<file path="src/rtl/msrt_pkg.sv">
`timescale 1ns / 1ps
// Shared constants, codes and control structs for the missing segment retry tracker.
// No dependencies; every other file refers to this package by scoped names.
package msrt_pkg;

  localparam int unsigned SEGMENTS = 96;
  localparam int unsigned NODES    = 3;

  // map index and missing count widths
  localparam int unsigned IDX_W = (SEGMENTS > 1) ? $clog2(SEGMENTS) : 1;
  localparam int unsigned SEG_W = $clog2(SEGMENTS + 1);

  // item field widths
  localparam int unsigned OP_W   = 2;
  localparam int unsigned NODE_W = 2;
  localparam int unsigned POS_W  = 7;
  localparam int unsigned KIND_W = 2;
  localparam int unsigned NUM_W  = 7;
  localparam int unsigned TOT_W  = 7;

  // configuration
  localparam int unsigned PLIM_W     = 6;
  localparam int unsigned SLIM_W     = 8;
  localparam int unsigned PLIM_MAX   = 32;
  localparam int unsigned PLIM_RESET = 32;
  localparam int unsigned SLIM_RESET = 20;
  localparam int unsigned APB_AW     = 3;
  localparam int unsigned APB_DW     = 32;

  localparam logic REG_PATCH_LIMIT = 1'b0;
  localparam logic REG_STALL_LIMIT = 1'b1;

  typedef enum logic [OP_W-1:0] {
    OP_NEW_ROUND,
    OP_START,
    OP_SEGMENT,
    OP_TICK
  } op_e;

  typedef enum logic [KIND_W-1:0] {
    KIND_SUMMON,
    KIND_RESEND,
    KIND_REPORT
  } kind_e;

  typedef struct packed {
    logic [PLIM_W-1:0] patch_limit;
    logic [SLIM_W-1:0] stall_limit;
  } cfg_t;

  typedef struct packed {
    logic clear;  // zero the map, missing count back to SEGMENTS
    logic shift;  // rotate the map by one bit
    logic mark;   // set the head bit as it rotates past
  } map_cmd_t;

  typedef struct packed {
    logic             head;
    logic [SEG_W-1:0] miss;
  } map_stat_t;

endpackage

</file>
<file path="src/rtl/msrt_if.sv">
`timescale 1ns / 1ps
// Valid/ready channel interfaces for the tracker's input and result items.
// Depends on msrt_pkg for field widths.
interface msrt_in_if;
  logic                        valid;
  logic                        ready;
  logic [msrt_pkg::OP_W-1:0]   operation;
  logic [msrt_pkg::NODE_W-1:0] node_id;
  logic [msrt_pkg::POS_W-1:0]  segment_pos;

  modport source (output valid, operation, node_id, segment_pos, input ready);
  modport sink   (input valid, operation, node_id, segment_pos, output ready);
endinterface

interface msrt_out_if;
  logic                        valid;
  logic                        ready;
  logic [msrt_pkg::KIND_W-1:0] kind;
  logic [msrt_pkg::NODE_W-1:0] node;
  logic [msrt_pkg::NUM_W-1:0]  segment_number;
  logic [msrt_pkg::TOT_W-1:0]  received_total;
  logic                        all_acked;
  logic                        last;

  modport source (output valid, kind, node, segment_number, received_total, all_acked, last,
                  input ready);
  modport sink   (input valid, kind, node, segment_number, received_total, all_acked, last,
                  output ready);
endinterface

</file>
<file path="src/rtl/msrt_apb.sv">
`timescale 1ns / 1ps
// APB configuration registers: patch limit and stall limit.
// Depends on msrt_pkg.
module msrt_apb (
  input  logic                          clk_i,
  input  logic                          rst_ni,
  input  logic                          psel,
  input  logic                          penable,
  input  logic                          pwrite,
  input  logic [msrt_pkg::APB_AW-1:0]   paddr,
  input  logic [msrt_pkg::APB_DW-1:0]   pwdata,
  output logic [msrt_pkg::APB_DW-1:0]   prdata,
  output logic                          pready,
  output msrt_pkg::cfg_t                cfg_o
);

  msrt_pkg::cfg_t cfg_q, cfg_d;
  logic           wr_en;
  logic           reg_sel;

  assign pready  = 1'b1;
  assign wr_en   = psel && penable && pwrite && pready;
  assign reg_sel = paddr[2];

  always_comb begin
    cfg_d = cfg_q;
    if (wr_en) begin
      case (reg_sel)
        msrt_pkg::REG_PATCH_LIMIT: cfg_d.patch_limit = pwdata[msrt_pkg::PLIM_W-1:0];
        msrt_pkg::REG_STALL_LIMIT: cfg_d.stall_limit = pwdata[msrt_pkg::SLIM_W-1:0];
        default: ;
      endcase
    end
  end

  always_comb begin
    case (reg_sel)
      msrt_pkg::REG_PATCH_LIMIT: prdata = msrt_pkg::APB_DW'(cfg_q.patch_limit);
      msrt_pkg::REG_STALL_LIMIT: prdata = msrt_pkg::APB_DW'(cfg_q.stall_limit);
      default:                   prdata = '0;
    endcase
  end

  always_ff @(posedge clk_i or negedge rst_ni) begin
    if (!rst_ni) begin
      cfg_q.patch_limit <= msrt_pkg::PLIM_W'(msrt_pkg::PLIM_RESET);
      cfg_q.stall_limit <= msrt_pkg::SLIM_W'(msrt_pkg::SLIM_RESET);
    end else begin
      cfg_q <= cfg_d;
    end
  end

  assign cfg_o = cfg_q;

endmodule

</file>
<file path="src/rtl/msrt_map.sv">
`timescale 1ns / 1ps
// Received-segment map as a rotating bit-serial shift register with a missing count.
// Depends on msrt_pkg. The head bit is the entry at the controller's pass index.
module msrt_map (
  input  logic                clk_i,
  input  logic                rst_ni,
  input  msrt_pkg::map_cmd_t  cmd_i,
  output msrt_pkg::map_stat_t stat_o
);

  logic [msrt_pkg::SEGMENTS-1:0] map_q, map_d;
  logic [msrt_pkg::SEG_W-1:0]    miss_q, miss_d;
  logic                          head;

  assign head = map_q[0];

  always_comb begin
    map_d  = map_q;
    miss_d = miss_q;
    if (cmd_i.clear) begin
      map_d  = '0;
      miss_d = msrt_pkg::SEG_W'(msrt_pkg::SEGMENTS);
    end else if (cmd_i.shift) begin
      // a full pass of SEGMENTS shifts brings the map back to its home alignment
      map_d = {head | cmd_i.mark, map_q[msrt_pkg::SEGMENTS-1:1]};
      if (cmd_i.mark && !head) begin
        miss_d = miss_q - msrt_pkg::SEG_W'(1);
      end
    end
  end

  always_ff @(posedge clk_i or negedge rst_ni) begin
    if (!rst_ni) begin
      map_q  <= '0;
      miss_q <= msrt_pkg::SEG_W'(msrt_pkg::SEGMENTS);
    end else begin
      map_q  <= map_d;
      miss_q <= miss_d;
    end
  end

  assign stat_o.head = head;
  assign stat_o.miss = miss_q;

endmodule

</file>
<file path="src/rtl/msrt_ctrl.sv">
`timescale 1ns / 1ps
// Round/node sequencer: decodes items, runs map passes, builds results in an output register.
// Depends on msrt_pkg, msrt_if and the map status from msrt_map.
module msrt_ctrl (
  input  logic                clk_i,
  input  logic                rst_ni,
  msrt_in_if.sink             in_i,
  msrt_out_if.source          out_o,
  input  msrt_pkg::cfg_t      cfg_i,
  output msrt_pkg::map_cmd_t  map_cmd_o,
  input  msrt_pkg::map_stat_t map_stat_i
);

  typedef enum logic [2:0] {
    ST_IDLE,
    ST_SUMMON,
    ST_MARK,
    ST_SCAN,
    ST_REPORT
  } state_e;

  typedef enum logic [1:0] {
    MD_IDLE,
    MD_SUMMON,
    MD_PATCH
  } mode_e;

  state_e                            state_q, state_d;
  mode_e                             mode_q, mode_d;
  logic [msrt_pkg::NODE_W-1:0]       cur_q, cur_d;
  logic [msrt_pkg::NODES-1:0]        acked_q, acked_d;
  logic [msrt_pkg::SEG_W-1:0]        prev_q, prev_d;
  logic [msrt_pkg::SLIM_W-1:0]       stall_q, stall_d;
  logic [msrt_pkg::IDX_W-1:0]        cnt_q, cnt_d;
  logic [msrt_pkg::IDX_W-1:0]        pos_q, pos_d;
  logic [msrt_pkg::PLIM_W-1:0]       emit_q, emit_d;
  logic [msrt_pkg::PLIM_W-1:0]       nemit_q, nemit_d;
  logic                              done_q, done_d;

  logic                              ov_q, ov_d;
  msrt_pkg::kind_e                   okind_q, okind_d;
  logic [msrt_pkg::NODE_W-1:0]       onode_q, onode_d;
  logic [msrt_pkg::NUM_W-1:0]        oseg_q, oseg_d;
  logic [msrt_pkg::TOT_W-1:0]        otot_q, otot_d;
  logic                              oall_q, oall_d;
  logic                              olast_q, olast_d;

  logic                              in_ready;
  logic                              accept;
  logic                              out_free;
  msrt_pkg::op_e                     op;
  logic [msrt_pkg::NODES-1:0]        nid_hit;
  logic [msrt_pkg::NODES-1:0]        cur_hit;
  logic [msrt_pkg::NODES-1:0]        acked_new;
  logic [msrt_pkg::SEG_W-1:0]        lost;
  logic [msrt_pkg::PLIM_W-1:0]       lim;
  logic [msrt_pkg::PLIM_W-1:0]       nemit;
  logic [msrt_pkg::SLIM_W-1:0]       stall_inc;
  logic                              same;
  logic                              give_up;
  logic                              want;
  logic                              pass_end;
  logic                              pos_ok;

  assign in_ready = (state_q == ST_IDLE);
  assign accept   = in_i.valid && in_ready;
  assign out_free = !ov_q || out_o.ready;
  assign op       = msrt_pkg::op_e'(in_i.operation);
  assign lost     = map_stat_i.miss;
  assign pass_end = (cnt_q == msrt_pkg::IDX_W'(msrt_pkg::SEGMENTS - 1));
  assign pos_ok   = (in_i.segment_pos != '0) &&
                    (32'(in_i.segment_pos) <= msrt_pkg::SEGMENTS);

  always_comb begin
    for (int i = 0; i < msrt_pkg::NODES; i++) begin
      nid_hit[i] = (in_i.node_id == msrt_pkg::NODE_W'(i + 1));
      cur_hit[i] = (cur_q == msrt_pkg::NODE_W'(i + 1));
    end
  end
  assign acked_new = acked_q | cur_hit;

  // patch limit clamped to 1..PLIM_MAX
  always_comb begin
    if (cfg_i.patch_limit == '0) begin
      lim = msrt_pkg::PLIM_W'(1);
    end else if (32'(cfg_i.patch_limit) > msrt_pkg::PLIM_MAX) begin
      lim = msrt_pkg::PLIM_W'(msrt_pkg::PLIM_MAX);
    end else begin
      lim = cfg_i.patch_limit;
    end
  end

  assign nemit     = (msrt_pkg::SEG_W'(lim) < lost) ? lim : msrt_pkg::PLIM_W'(lost);
  assign stall_inc = (stall_q == '1) ? stall_q : stall_q + msrt_pkg::SLIM_W'(1);
  assign same      = (lost == prev_q);
  assign give_up   = same && (stall_inc > cfg_i.stall_limit);
  assign want      = !map_stat_i.head && (emit_q < nemit_q);

  always_comb begin
    state_d   = state_q;
    mode_d    = mode_q;
    cur_d     = cur_q;
    acked_d   = acked_q;
    prev_d    = prev_q;
    stall_d   = stall_q;
    cnt_d     = cnt_q;
    pos_d     = pos_q;
    emit_d    = emit_q;
    nemit_d   = nemit_q;
    done_d    = done_q;
    ov_d      = ov_q && !out_o.ready;
    okind_d   = okind_q;
    onode_d   = onode_q;
    oseg_d    = oseg_q;
    otot_d    = otot_q;
    oall_d    = oall_q;
    olast_d   = olast_q;
    map_cmd_o = '0;

    case (state_q)
      ST_IDLE: begin
        if (accept) begin
          case (op)
            msrt_pkg::OP_NEW_ROUND: begin
              acked_d = '0;
            end
            msrt_pkg::OP_START: begin
              if (mode_q == MD_IDLE && (|nid_hit) && !(|(nid_hit & acked_q))) begin
                cur_d           = in_i.node_id;
                mode_d          = MD_SUMMON;
                map_cmd_o.clear = 1'b1;
                state_d         = ST_SUMMON;
              end
            end
            msrt_pkg::OP_SEGMENT: begin
              if (in_i.node_id == cur_q && pos_ok) begin
                pos_d   = msrt_pkg::IDX_W'(in_i.segment_pos - msrt_pkg::POS_W'(1));
                cnt_d   = '0;
                state_d = ST_MARK;
              end
            end
            msrt_pkg::OP_TICK: begin
              if (mode_q == MD_SUMMON && lost == msrt_pkg::SEG_W'(msrt_pkg::SEGMENTS)) begin
                // nothing arrived yet: just move on to patching
                mode_d = MD_PATCH;
              end else if (mode_q == MD_SUMMON && lost == '0) begin
                state_d = ST_REPORT;
              end else if (mode_q != MD_IDLE) begin
                mode_d = MD_PATCH;
                if (same) begin
                  stall_d = give_up ? '0 : stall_inc;
                  if (give_up) begin
                    prev_d = '0;
                  end
                end else begin
                  prev_d  = lost;
                  stall_d = '0;
                end
                if (lost == '0) begin
                  prev_d  = '0;
                  state_d = ST_REPORT;
                end else begin
                  nemit_d = nemit;
                  emit_d  = '0;
                  cnt_d   = '0;
                  done_d  = give_up;
                  state_d = ST_SCAN;
                end
              end
            end
            default: ;
          endcase
        end
      end

      ST_SUMMON: begin
        if (out_free) begin
          ov_d    = 1'b1;
          okind_d = msrt_pkg::KIND_SUMMON;
          onode_d = cur_q;
          oseg_d  = '0;
          otot_d  = '0;
          oall_d  = 1'b0;
          olast_d = 1'b1;
          state_d = ST_IDLE;
        end
      end

      ST_MARK: begin
        map_cmd_o.shift = 1'b1;
        map_cmd_o.mark  = (cnt_q == pos_q);
        cnt_d           = pass_end ? '0 : cnt_q + msrt_pkg::IDX_W'(1);
        if (pass_end) begin
          state_d = ST_IDLE;
        end
      end

      ST_SCAN: begin
        // hold the map still while a resend entry waits for the output slot
        if (!(want && !out_free)) begin
          map_cmd_o.shift = 1'b1;
          cnt_d           = pass_end ? '0 : cnt_q + msrt_pkg::IDX_W'(1);
          if (want) begin
            ov_d    = 1'b1;
            okind_d = msrt_pkg::KIND_RESEND;
            onode_d = cur_q;
            oseg_d  = msrt_pkg::NUM_W'(msrt_pkg::SEG_W'(cnt_q) + msrt_pkg::SEG_W'(1));
            otot_d  = '0;
            oall_d  = 1'b0;
            olast_d = (emit_q + msrt_pkg::PLIM_W'(1) == nemit_q) && !done_q;
            emit_d  = emit_q + msrt_pkg::PLIM_W'(1);
          end
          if (pass_end) begin
            state_d = done_q ? ST_REPORT : ST_IDLE;
          end
        end
      end

      ST_REPORT: begin
        if (out_free) begin
          ov_d    = 1'b1;
          okind_d = msrt_pkg::KIND_REPORT;
          onode_d = cur_q;
          oseg_d  = '0;
          otot_d  = msrt_pkg::TOT_W'(msrt_pkg::SEG_W'(msrt_pkg::SEGMENTS) - lost);
          oall_d  = &acked_new;
          olast_d = 1'b1;
          acked_d = acked_new;
          mode_d  = MD_IDLE;
          state_d = ST_IDLE;
        end
      end

      default: state_d = ST_IDLE;
    endcase
  end

  always_ff @(posedge clk_i or negedge rst_ni) begin
    if (!rst_ni) begin
      state_q <= ST_IDLE;
      mode_q  <= MD_IDLE;
      cur_q   <= '0;
      acked_q <= '0;
      prev_q  <= '0;
      stall_q <= '0;
      cnt_q   <= '0;
      pos_q   <= '0;
      emit_q  <= '0;
      nemit_q <= '0;
      done_q  <= 1'b0;
      ov_q    <= 1'b0;
      okind_q <= msrt_pkg::KIND_SUMMON;
      onode_q <= '0;
      oseg_q  <= '0;
      otot_q  <= '0;
      oall_q  <= 1'b0;
      olast_q <= 1'b0;
    end else begin
      state_q <= state_d;
      mode_q  <= mode_d;
      cur_q   <= cur_d;
      acked_q <= acked_d;
      prev_q  <= prev_d;
      stall_q <= stall_d;
      cnt_q   <= cnt_d;
      pos_q   <= pos_d;
      emit_q  <= emit_d;
      nemit_q <= nemit_d;
      done_q  <= done_d;
      ov_q    <= ov_d;
      okind_q <= okind_d;
      onode_q <= onode_d;
      oseg_q  <= oseg_d;
      otot_q  <= otot_d;
      oall_q  <= oall_d;
      olast_q <= olast_d;
    end
  end

  assign in_i.ready           = in_ready;
  assign out_o.valid          = ov_q;
  assign out_o.kind           = okind_q;
  assign out_o.node           = onode_q;
  assign out_o.segment_number = oseg_q;
  assign out_o.received_total = otot_q;
  assign out_o.all_acked      = oall_q;
  assign out_o.last           = olast_q;

`ifndef SYNTHESIS
  a_emit_bound: assert property (@(posedge clk_i) disable iff (!rst_ni)
    state_q == ST_SCAN |-> emit_q <= nemit_q)
    else $error("resend count exceeds the planned number of entries");

  a_resend_on_gap: assert property (@(posedge clk_i) disable iff (!rst_ni)
    (state_q == ST_SCAN && map_cmd_o.shift && want)
      |=> (out_o.valid && out_o.kind == msrt_pkg::KIND_RESEND))
    else $error("missing segment passed without a resend entry");

  a_pass_home: assert property (@(posedge clk_i) disable iff (!rst_ni)
    ((state_q == ST_SCAN || state_q == ST_MARK) && state_d != state_q) |-> pass_end)
    else $error("map pass left before a full rotation");

  a_report_closes: assert property (@(posedge clk_i) disable iff (!rst_ni)
    (state_q == ST_REPORT && out_free) |=> (mode_q == MD_IDLE && out_o.last && out_o.valid))
    else $error("completion report did not close the node");
`endif

endmodule

</file>
<file path="src/rtl/missing_segment_retry_tracker.sv">
`timescale 1ns / 1ps
// Missing segment retry tracker: top level tying the APB registers, map and sequencer.
// Depends on msrt_pkg, msrt_if, msrt_apb, msrt_map and msrt_ctrl.
//
// Usage:
//   in_i   valid/ready channel of items (operation, node_id, segment_pos).
//   out_o  valid/ready channel of result items (summon, resend entries, completion
//          report); the last result of an item carries last = 1.
//   APB    patch_limit at 0x0, stall_limit at 0x4; write only while idle.
// Operation: a start item leads to its summon request. The map is a 96-bit
//   rotating shift register looked at one bit per cycle unless a resend entry
//   waits on a stalled receiver. A segment-received item runs one map pass; a
//   tick in patch mode, or in summon mode once something arrived, runs one pass
//   and, on give-up, the completion report, or only the report if nothing is
//   missing. Other ticks at most change the mode. One item is processed at a time.
// Results go through a single output register; the next item is accepted while
//   a result still waits there. When the receiver stalls, the map pass halts on
//   the pending missing segment until the register frees up.
// Reset: all nodes unacknowledged, mode idle, map clear, limits 32 and 20.
module missing_segment_retry_tracker (
  input  logic                          clk_i,
  input  logic                          rst_ni,
  msrt_in_if.sink                       in_i,
  msrt_out_if.source                    out_o,
  input  logic                          psel,
  input  logic                          penable,
  input  logic                          pwrite,
  input  logic [msrt_pkg::APB_AW-1:0]   paddr,
  input  logic [msrt_pkg::APB_DW-1:0]   pwdata,
  output logic [msrt_pkg::APB_DW-1:0]   prdata,
  output logic                          pready
);

  msrt_pkg::cfg_t      cfg;
  msrt_pkg::map_cmd_t  map_cmd;
  msrt_pkg::map_stat_t map_stat;

  msrt_apb u_apb (
    .clk_i   (clk_i),
    .rst_ni  (rst_ni),
    .psel    (psel),
    .penable (penable),
    .pwrite  (pwrite),
    .paddr   (paddr),
    .pwdata  (pwdata),
    .prdata  (prdata),
    .pready  (pready),
    .cfg_o   (cfg)
  );

  msrt_map u_map (
    .clk_i  (clk_i),
    .rst_ni (rst_ni),
    .cmd_i  (map_cmd),
    .stat_o (map_stat)
  );

  msrt_ctrl u_ctrl (
    .clk_i      (clk_i),
    .rst_ni     (rst_ni),
    .in_i       (in_i),
    .out_o      (out_o),
    .cfg_i      (cfg),
    .map_cmd_o  (map_cmd),
    .map_stat_i (map_stat)
  );

endmodule
</file>
<file path="src/flat_wrapper.sv">
// flat-port wrapper written by rule: the top's interface ports become plain ports
module missing_segment_retry_tracker_flat 
  (clk_i, rst_ni, psel, penable, pwrite, paddr, pwdata, prdata, pready, in_i_valid, in_i_operation, in_i_node_id, in_i_segment_pos, in_i_ready, out_o_valid, out_o_kind, out_o_node, out_o_segment_number, out_o_received_total, out_o_all_acked, out_o_last, out_o_ready);
  msrt_in_if in_i_i ();
  msrt_out_if out_o_i ();
  input  logic clk_i;
  input  logic rst_ni;
  input  logic psel;
  input  logic penable;
  input  logic pwrite;
  input  logic [msrt_pkg::APB_AW-1:0] paddr;
  input  logic [msrt_pkg::APB_DW-1:0] pwdata;
  output logic [msrt_pkg::APB_DW-1:0] prdata;
  output logic pready;
  input wire logic [$bits(in_i_i.valid)-1:0] in_i_valid;
  input wire logic [$bits(in_i_i.operation)-1:0] in_i_operation;
  input wire logic [$bits(in_i_i.node_id)-1:0] in_i_node_id;
  input wire logic [$bits(in_i_i.segment_pos)-1:0] in_i_segment_pos;
  output wire logic [$bits(in_i_i.ready)-1:0] in_i_ready;
  output wire logic [$bits(out_o_i.valid)-1:0] out_o_valid;
  output wire logic [$bits(out_o_i.kind)-1:0] out_o_kind;
  output wire logic [$bits(out_o_i.node)-1:0] out_o_node;
  output wire logic [$bits(out_o_i.segment_number)-1:0] out_o_segment_number;
  output wire logic [$bits(out_o_i.received_total)-1:0] out_o_received_total;
  output wire logic [$bits(out_o_i.all_acked)-1:0] out_o_all_acked;
  output wire logic [$bits(out_o_i.last)-1:0] out_o_last;
  input wire logic [$bits(out_o_i.ready)-1:0] out_o_ready;
  assign in_i_i.valid = in_i_valid;
  assign in_i_i.operation = in_i_operation;
  assign in_i_i.node_id = in_i_node_id;
  assign in_i_i.segment_pos = in_i_segment_pos;
  assign in_i_ready = in_i_i.ready;
  assign out_o_valid = out_o_i.valid;
  assign out_o_kind = out_o_i.kind;
  assign out_o_node = out_o_i.node;
  assign out_o_segment_number = out_o_i.segment_number;
  assign out_o_received_total = out_o_i.received_total;
  assign out_o_all_acked = out_o_i.all_acked;
  assign out_o_last = out_o_i.last;
  assign out_o_i.ready = out_o_ready;
  missing_segment_retry_tracker u_core (.clk_i(clk_i), .rst_ni(rst_ni), .in_i(in_i_i), .out_o(out_o_i), .psel(psel), .penable(penable), .pwrite(pwrite), .paddr(paddr), .pwdata(pwdata), .prdata(prdata), .pready(pready));
endmodule
</file>
<file path="config.mk">
export PLATFORM = sky130hd
export DESIGN_NAME = missing_segment_retry_tracker_flat
export DESIGN_NICKNAME = d
export VERILOG_FILES = /design/src/rtl/msrt_pkg.sv /design/src/rtl/msrt_if.sv /design/src/rtl/msrt_apb.sv /design/src/rtl/msrt_map.sv /design/src/rtl/msrt_ctrl.sv /design/src/rtl/missing_segment_retry_tracker.sv /design/src/flat_wrapper.sv
export SDC_FILE = /design/constraint.sdc
export NUM_CORES = 1
export LEC_CHECK = 0
export BUFFER_PORTS_ARGS = -buffer_cell sky130_fd_sc_hd__buf_2
export CAP_MARGIN = 30
export CELL_PAD_IN_SITES_DETAIL_PLACEMENT = 2
export CELL_PAD_IN_SITES_GLOBAL_PLACEMENT = 2
export CORE_ASPECT_RATIO = 0.7
export CORE_MARGIN = 1
export CORE_UTILIZATION = 33
export DETAILED_ROUTE_END_ITERATION = 12
export PLACE_DENSITY_LB_ADDON = 0.05
export SLEW_MARGIN = 10
export SYNTH_ARGS = -nofsm -noshare
export SYNTH_HDL_FRONTEND = slang
export SYNTH_SLANG_ARGS = --single-unit
</file>
<file path="constraint.sdc">
create_clock -name clk_i -period 2.91 [get_ports clk_i]
set_input_delay 0.1455 -clock clk_i [delete_from_list [all_inputs] [get_ports clk_i]]
set_output_delay 0.1455 -clock clk_i [all_outputs]
set_load 0.05 [all_outputs]
</file>
==> results.md <==
- 2.95 ns — final critical-path required period
- 3.33 ns — arrival time at the worst endpoint
- 1034 — gate count after technology mapping
- 0 — antenna-violating nets left
- 0.193 — fraction of final layout cells with drive strength greater than 1
- 9.34 sq um — mean instance size in the synthesized netlist
- 0.07 ns — clock input transition at the sequential cells of the worst setup and hold paths
- sky130_fd_sc_hd__nand2_1 — most frequent standard cell in the layout excluding fill and tap cells
- 97 — largest net degree at the start of global routing
- 19.1% — area overhead of the layout relative to synthesis
- sky130_fd_sc_hd__nand2_1, sky130_fd_sc_hd__dfrtp_1, sky130_fd_sc_hd__a21oi_1 — commonest non-fill, non-tap cells in the layout
- 190 — CTS sink count
- 11 — number of cells on the worst reg-to-reg path
- 0.480 — share of the synthesized area in the top cell type
- 0.189 — GRT Resource Usage Total
- 0.342 — Initial Utilization
- 373 — starting DRC count in detailed routing
- 0.528 — max_slew headroom
- 108 — total I/O pin count
- 1.01 — final period utilization
- 30000 sq um — Die Footprint
- 3 — count of cells along the worst hold path
- 3 — number of DRC violations after detailed routing
- simple AND/OR/NAND/NOR gates — kind of cell with the highest combined delay on the critical path
- 0 — number of antenna violations at the first check in global routing
- 51 — number of core rows
- 0.705 ns — worst-margin pin slew
- sky130_fd_sc_hd__and3_4 — most repeated library cell on the critical path
- 1196 — nets@finish
- 7535 — total via count after detailed routing
- flip-flop to flip-flop — Crit Path Class
- 17 — TritonCTS buffer count
- 44.7 mm — first-pass GRT wire length
- 1447 — number of cells in the design after placement
- 62 — Distinct cells, synth
- 56 — port bufs
- 28300 sq um — Core Box Area
- 0 — CP Buf/Inv Count
- complete, but fails checks — result of the run
- 96 — max reg flops
- 0.000349 V — worst voltage drop across the vdd grid
- 3.30 ns — required time of the critical path
- 0 — count of yosys warnings during synthesis
- 8169 — via count of the first global-routing pass
- 0.00906 ns — Max Clock Skew
- sky130_fd_sc_hd__clkbuf_16 — buffer cell driving the clock tree root
- u_core.u_map.map_q — register ranked first by flip-flop count
- 9650 sq um — area of the mapped netlist
- yes — unrepaired setup endpoints after global routing
- 190 — flip-flop and latch count after synthesis
- 206 um — horizontal die dimension
- flip-flop — kind of end point of the critical path
- DRC, setup timing — violated checks
- sky130_fd_sc_hd__dfrtp_1 — dominant synthesized flop cell
- 26.8 mm — DRT Wirelength
- sky130_fd_sc_hd__dfrtp_1, sky130_fd_sc_hd__nand2_1, sky130_fd_sc_hd__a21oi_1 — largest cells by area after synthesis
- 0.00521 uW — leakage component of the power
- 9390 uW — Pwr Total
- 0 — final count of hold timing violations
- sky130_fd_sc_hd__dfrtp_1 — post-synth top area cell
- sky130_fd_sc_hd__or3b_4 — critical path's slowest cell
- yes — CTS tree
- 0 — number of max-slew violations in the final report
- 0 — final global-route overflow total
- ha_2 > and3_4 > and3_4 > mux2_4 > ha_4 > nand4_1 > or3b_4 > o211ai_1 > nand2_2 > o21ai_4 > a22o_1 — Critical Path, Cell by Cell
- 4 — CTS H-Tree Depth
- 0.45 ns — Skew-Pair Late Insertion Delay
- 0.493 — register area share after synthesis
- 817 nW/um^2 — power density over cell area
- 10500 sq um — Cell Area, Placed
- 0.754 — gp weighted congestion
- 0.42 ns — Largest stage delay, worst path
- flip-flop — startpoint type of the worst setup path
- 8 — TritonRoute pass-1 iters
- 1.00 — asr flop ratio synth
- 8 — total of endpoints with negative setup slack in the final report
- 145 um — height of the chip
- -0.0363 ns — post-route worst setup slack
- 17.9 um — routed length per placed instance
- 0 — count of maximum capacitance violations
- 339 MHz — maximum clock frequency
- 0.0261 ns — Worst Hold Margin
- 0 — EDFF count, synth
- 0.407 — end-of-flow core utilization
- 1498 — filler-free cell count of the finished design
- 11 — Levels on crit path
- 0 — number of antenna cells inserted
- 7 — Worst Path Max Fanout
- 11500 sq um — fin area
- 2 — number of buffers between clock root and the deepest sink
- 18.2 mm — final HPWL from detailed placement
- 5.03 — vias per std cell
- input port to flip-flop — worst hold path class
## layout make-up
cell class	count	area, sq um
Fill cell	3071	16800
Sequential cell	190	4760
Multi-Input combinational cell	746	4620
Timing Repair Buffer	120	857
Clock buffer	20	467
Tap cell	371	464
Clock inverter	12	183
Inverter	39	146
## timing repair
item,CTS,global route
buffers inserted,5,2
setup endpoints to repair,13,21
gates resized for setup,12,16
pin swaps,13,16
hold buffers,12,0
hold endpoints to repair,76,0
## where the power goes
| group | internal [uW] | switching, uW |
|---|---|---|
| combinational | 1200 | 2060 |
| clock | 1510 | 1090 |
| sequential | 3070 | 460 |
| total | 5770 | 3620 |
## per-stage QoR
| step | setup slack (ns) | TNS (ns) |
|---|---|---|
| 4_1_cts | -0.0467 | -0.255 |
| 5_1_grt | -0.185 | -1.81 |
| 3_5_place_dp | -0.243 | -2.50 |
| 2_1_floorplan | -0.00357 | -0.0214 |
| 6_report | -0.0363 | -0.187 |
| 3_3_place_gp | -0.109 | -0.886 |
## final timing paths
kind / slack [ns] / startpoint / endpoint
worst max register to register: -0.04 / u_core.u_ctrl.stall_q[1] / u_core.u_ctrl.prev_q[3]
worst min register to register: 0.49 / u_core.u_ctrl.out_o.segment_number[5] / u_core.u_ctrl.out_o.segment_number[5]
min in group asynchronous: 0.28 / rst_ni / u_core.u_ctrl.pos_q[4]
worst min-delay path: 0.03 / in_i_segment_pos[2] / u_core.u_ctrl.pos_q[2]
max in group asynchronous: 1.82 / rst_ni / u_core.u_map.miss_q[5]
worst max-delay path: -0.04 / u_core.u_ctrl.stall_q[1] / u_core.u_ctrl.prev_q[3]
## per-layer routing
metal	up-vias	routed length, um	global-route usage
li1	3623	-	-
met1	3817	14100	0.283
met2	75	11700	0.277
met3	20	632	0.0362
met4	0	280	0.0482
met5	-	0	0
## synthesized netlist by cell type, drive strengths merged, types with 15 or more instances
master,instances
dfrtp,185
mux2,33
clkbuf,34
xnor2,34
a22o,15
buf,48
ha,29
o21ai,30
nand2,241
nor2,39
nand3,16
inv,39
a21oi,113
## logic make-up (layout without fill, tap and decap cells)
logic type	count (synthesis)	after routing	synth area share
buffers and inverters	121	191	0.0592
DFF	190	190	0.493
and+or+nand+nor	384	384	0.177
other	2	25	0.000778
adders and majority gates	29	29	0.0376
AOI/OAI and AO/OA	224	224	0.146
muxes	41	41	0.0468
xor gates and xnor gates	43	43	0.0390
## tightest hold or removal path, delay by kind of cell
| family | cells | cell delay (ns) |
|---|---|---|
| buffers and inverters | 1 | 0.12 |
| xor gates and xnor gates | 1 | 0.12 |
| AOI/OAI and AO/OA | 1 | 0.06 |
No activity file was read; power rests on OpenSTA's default activity.
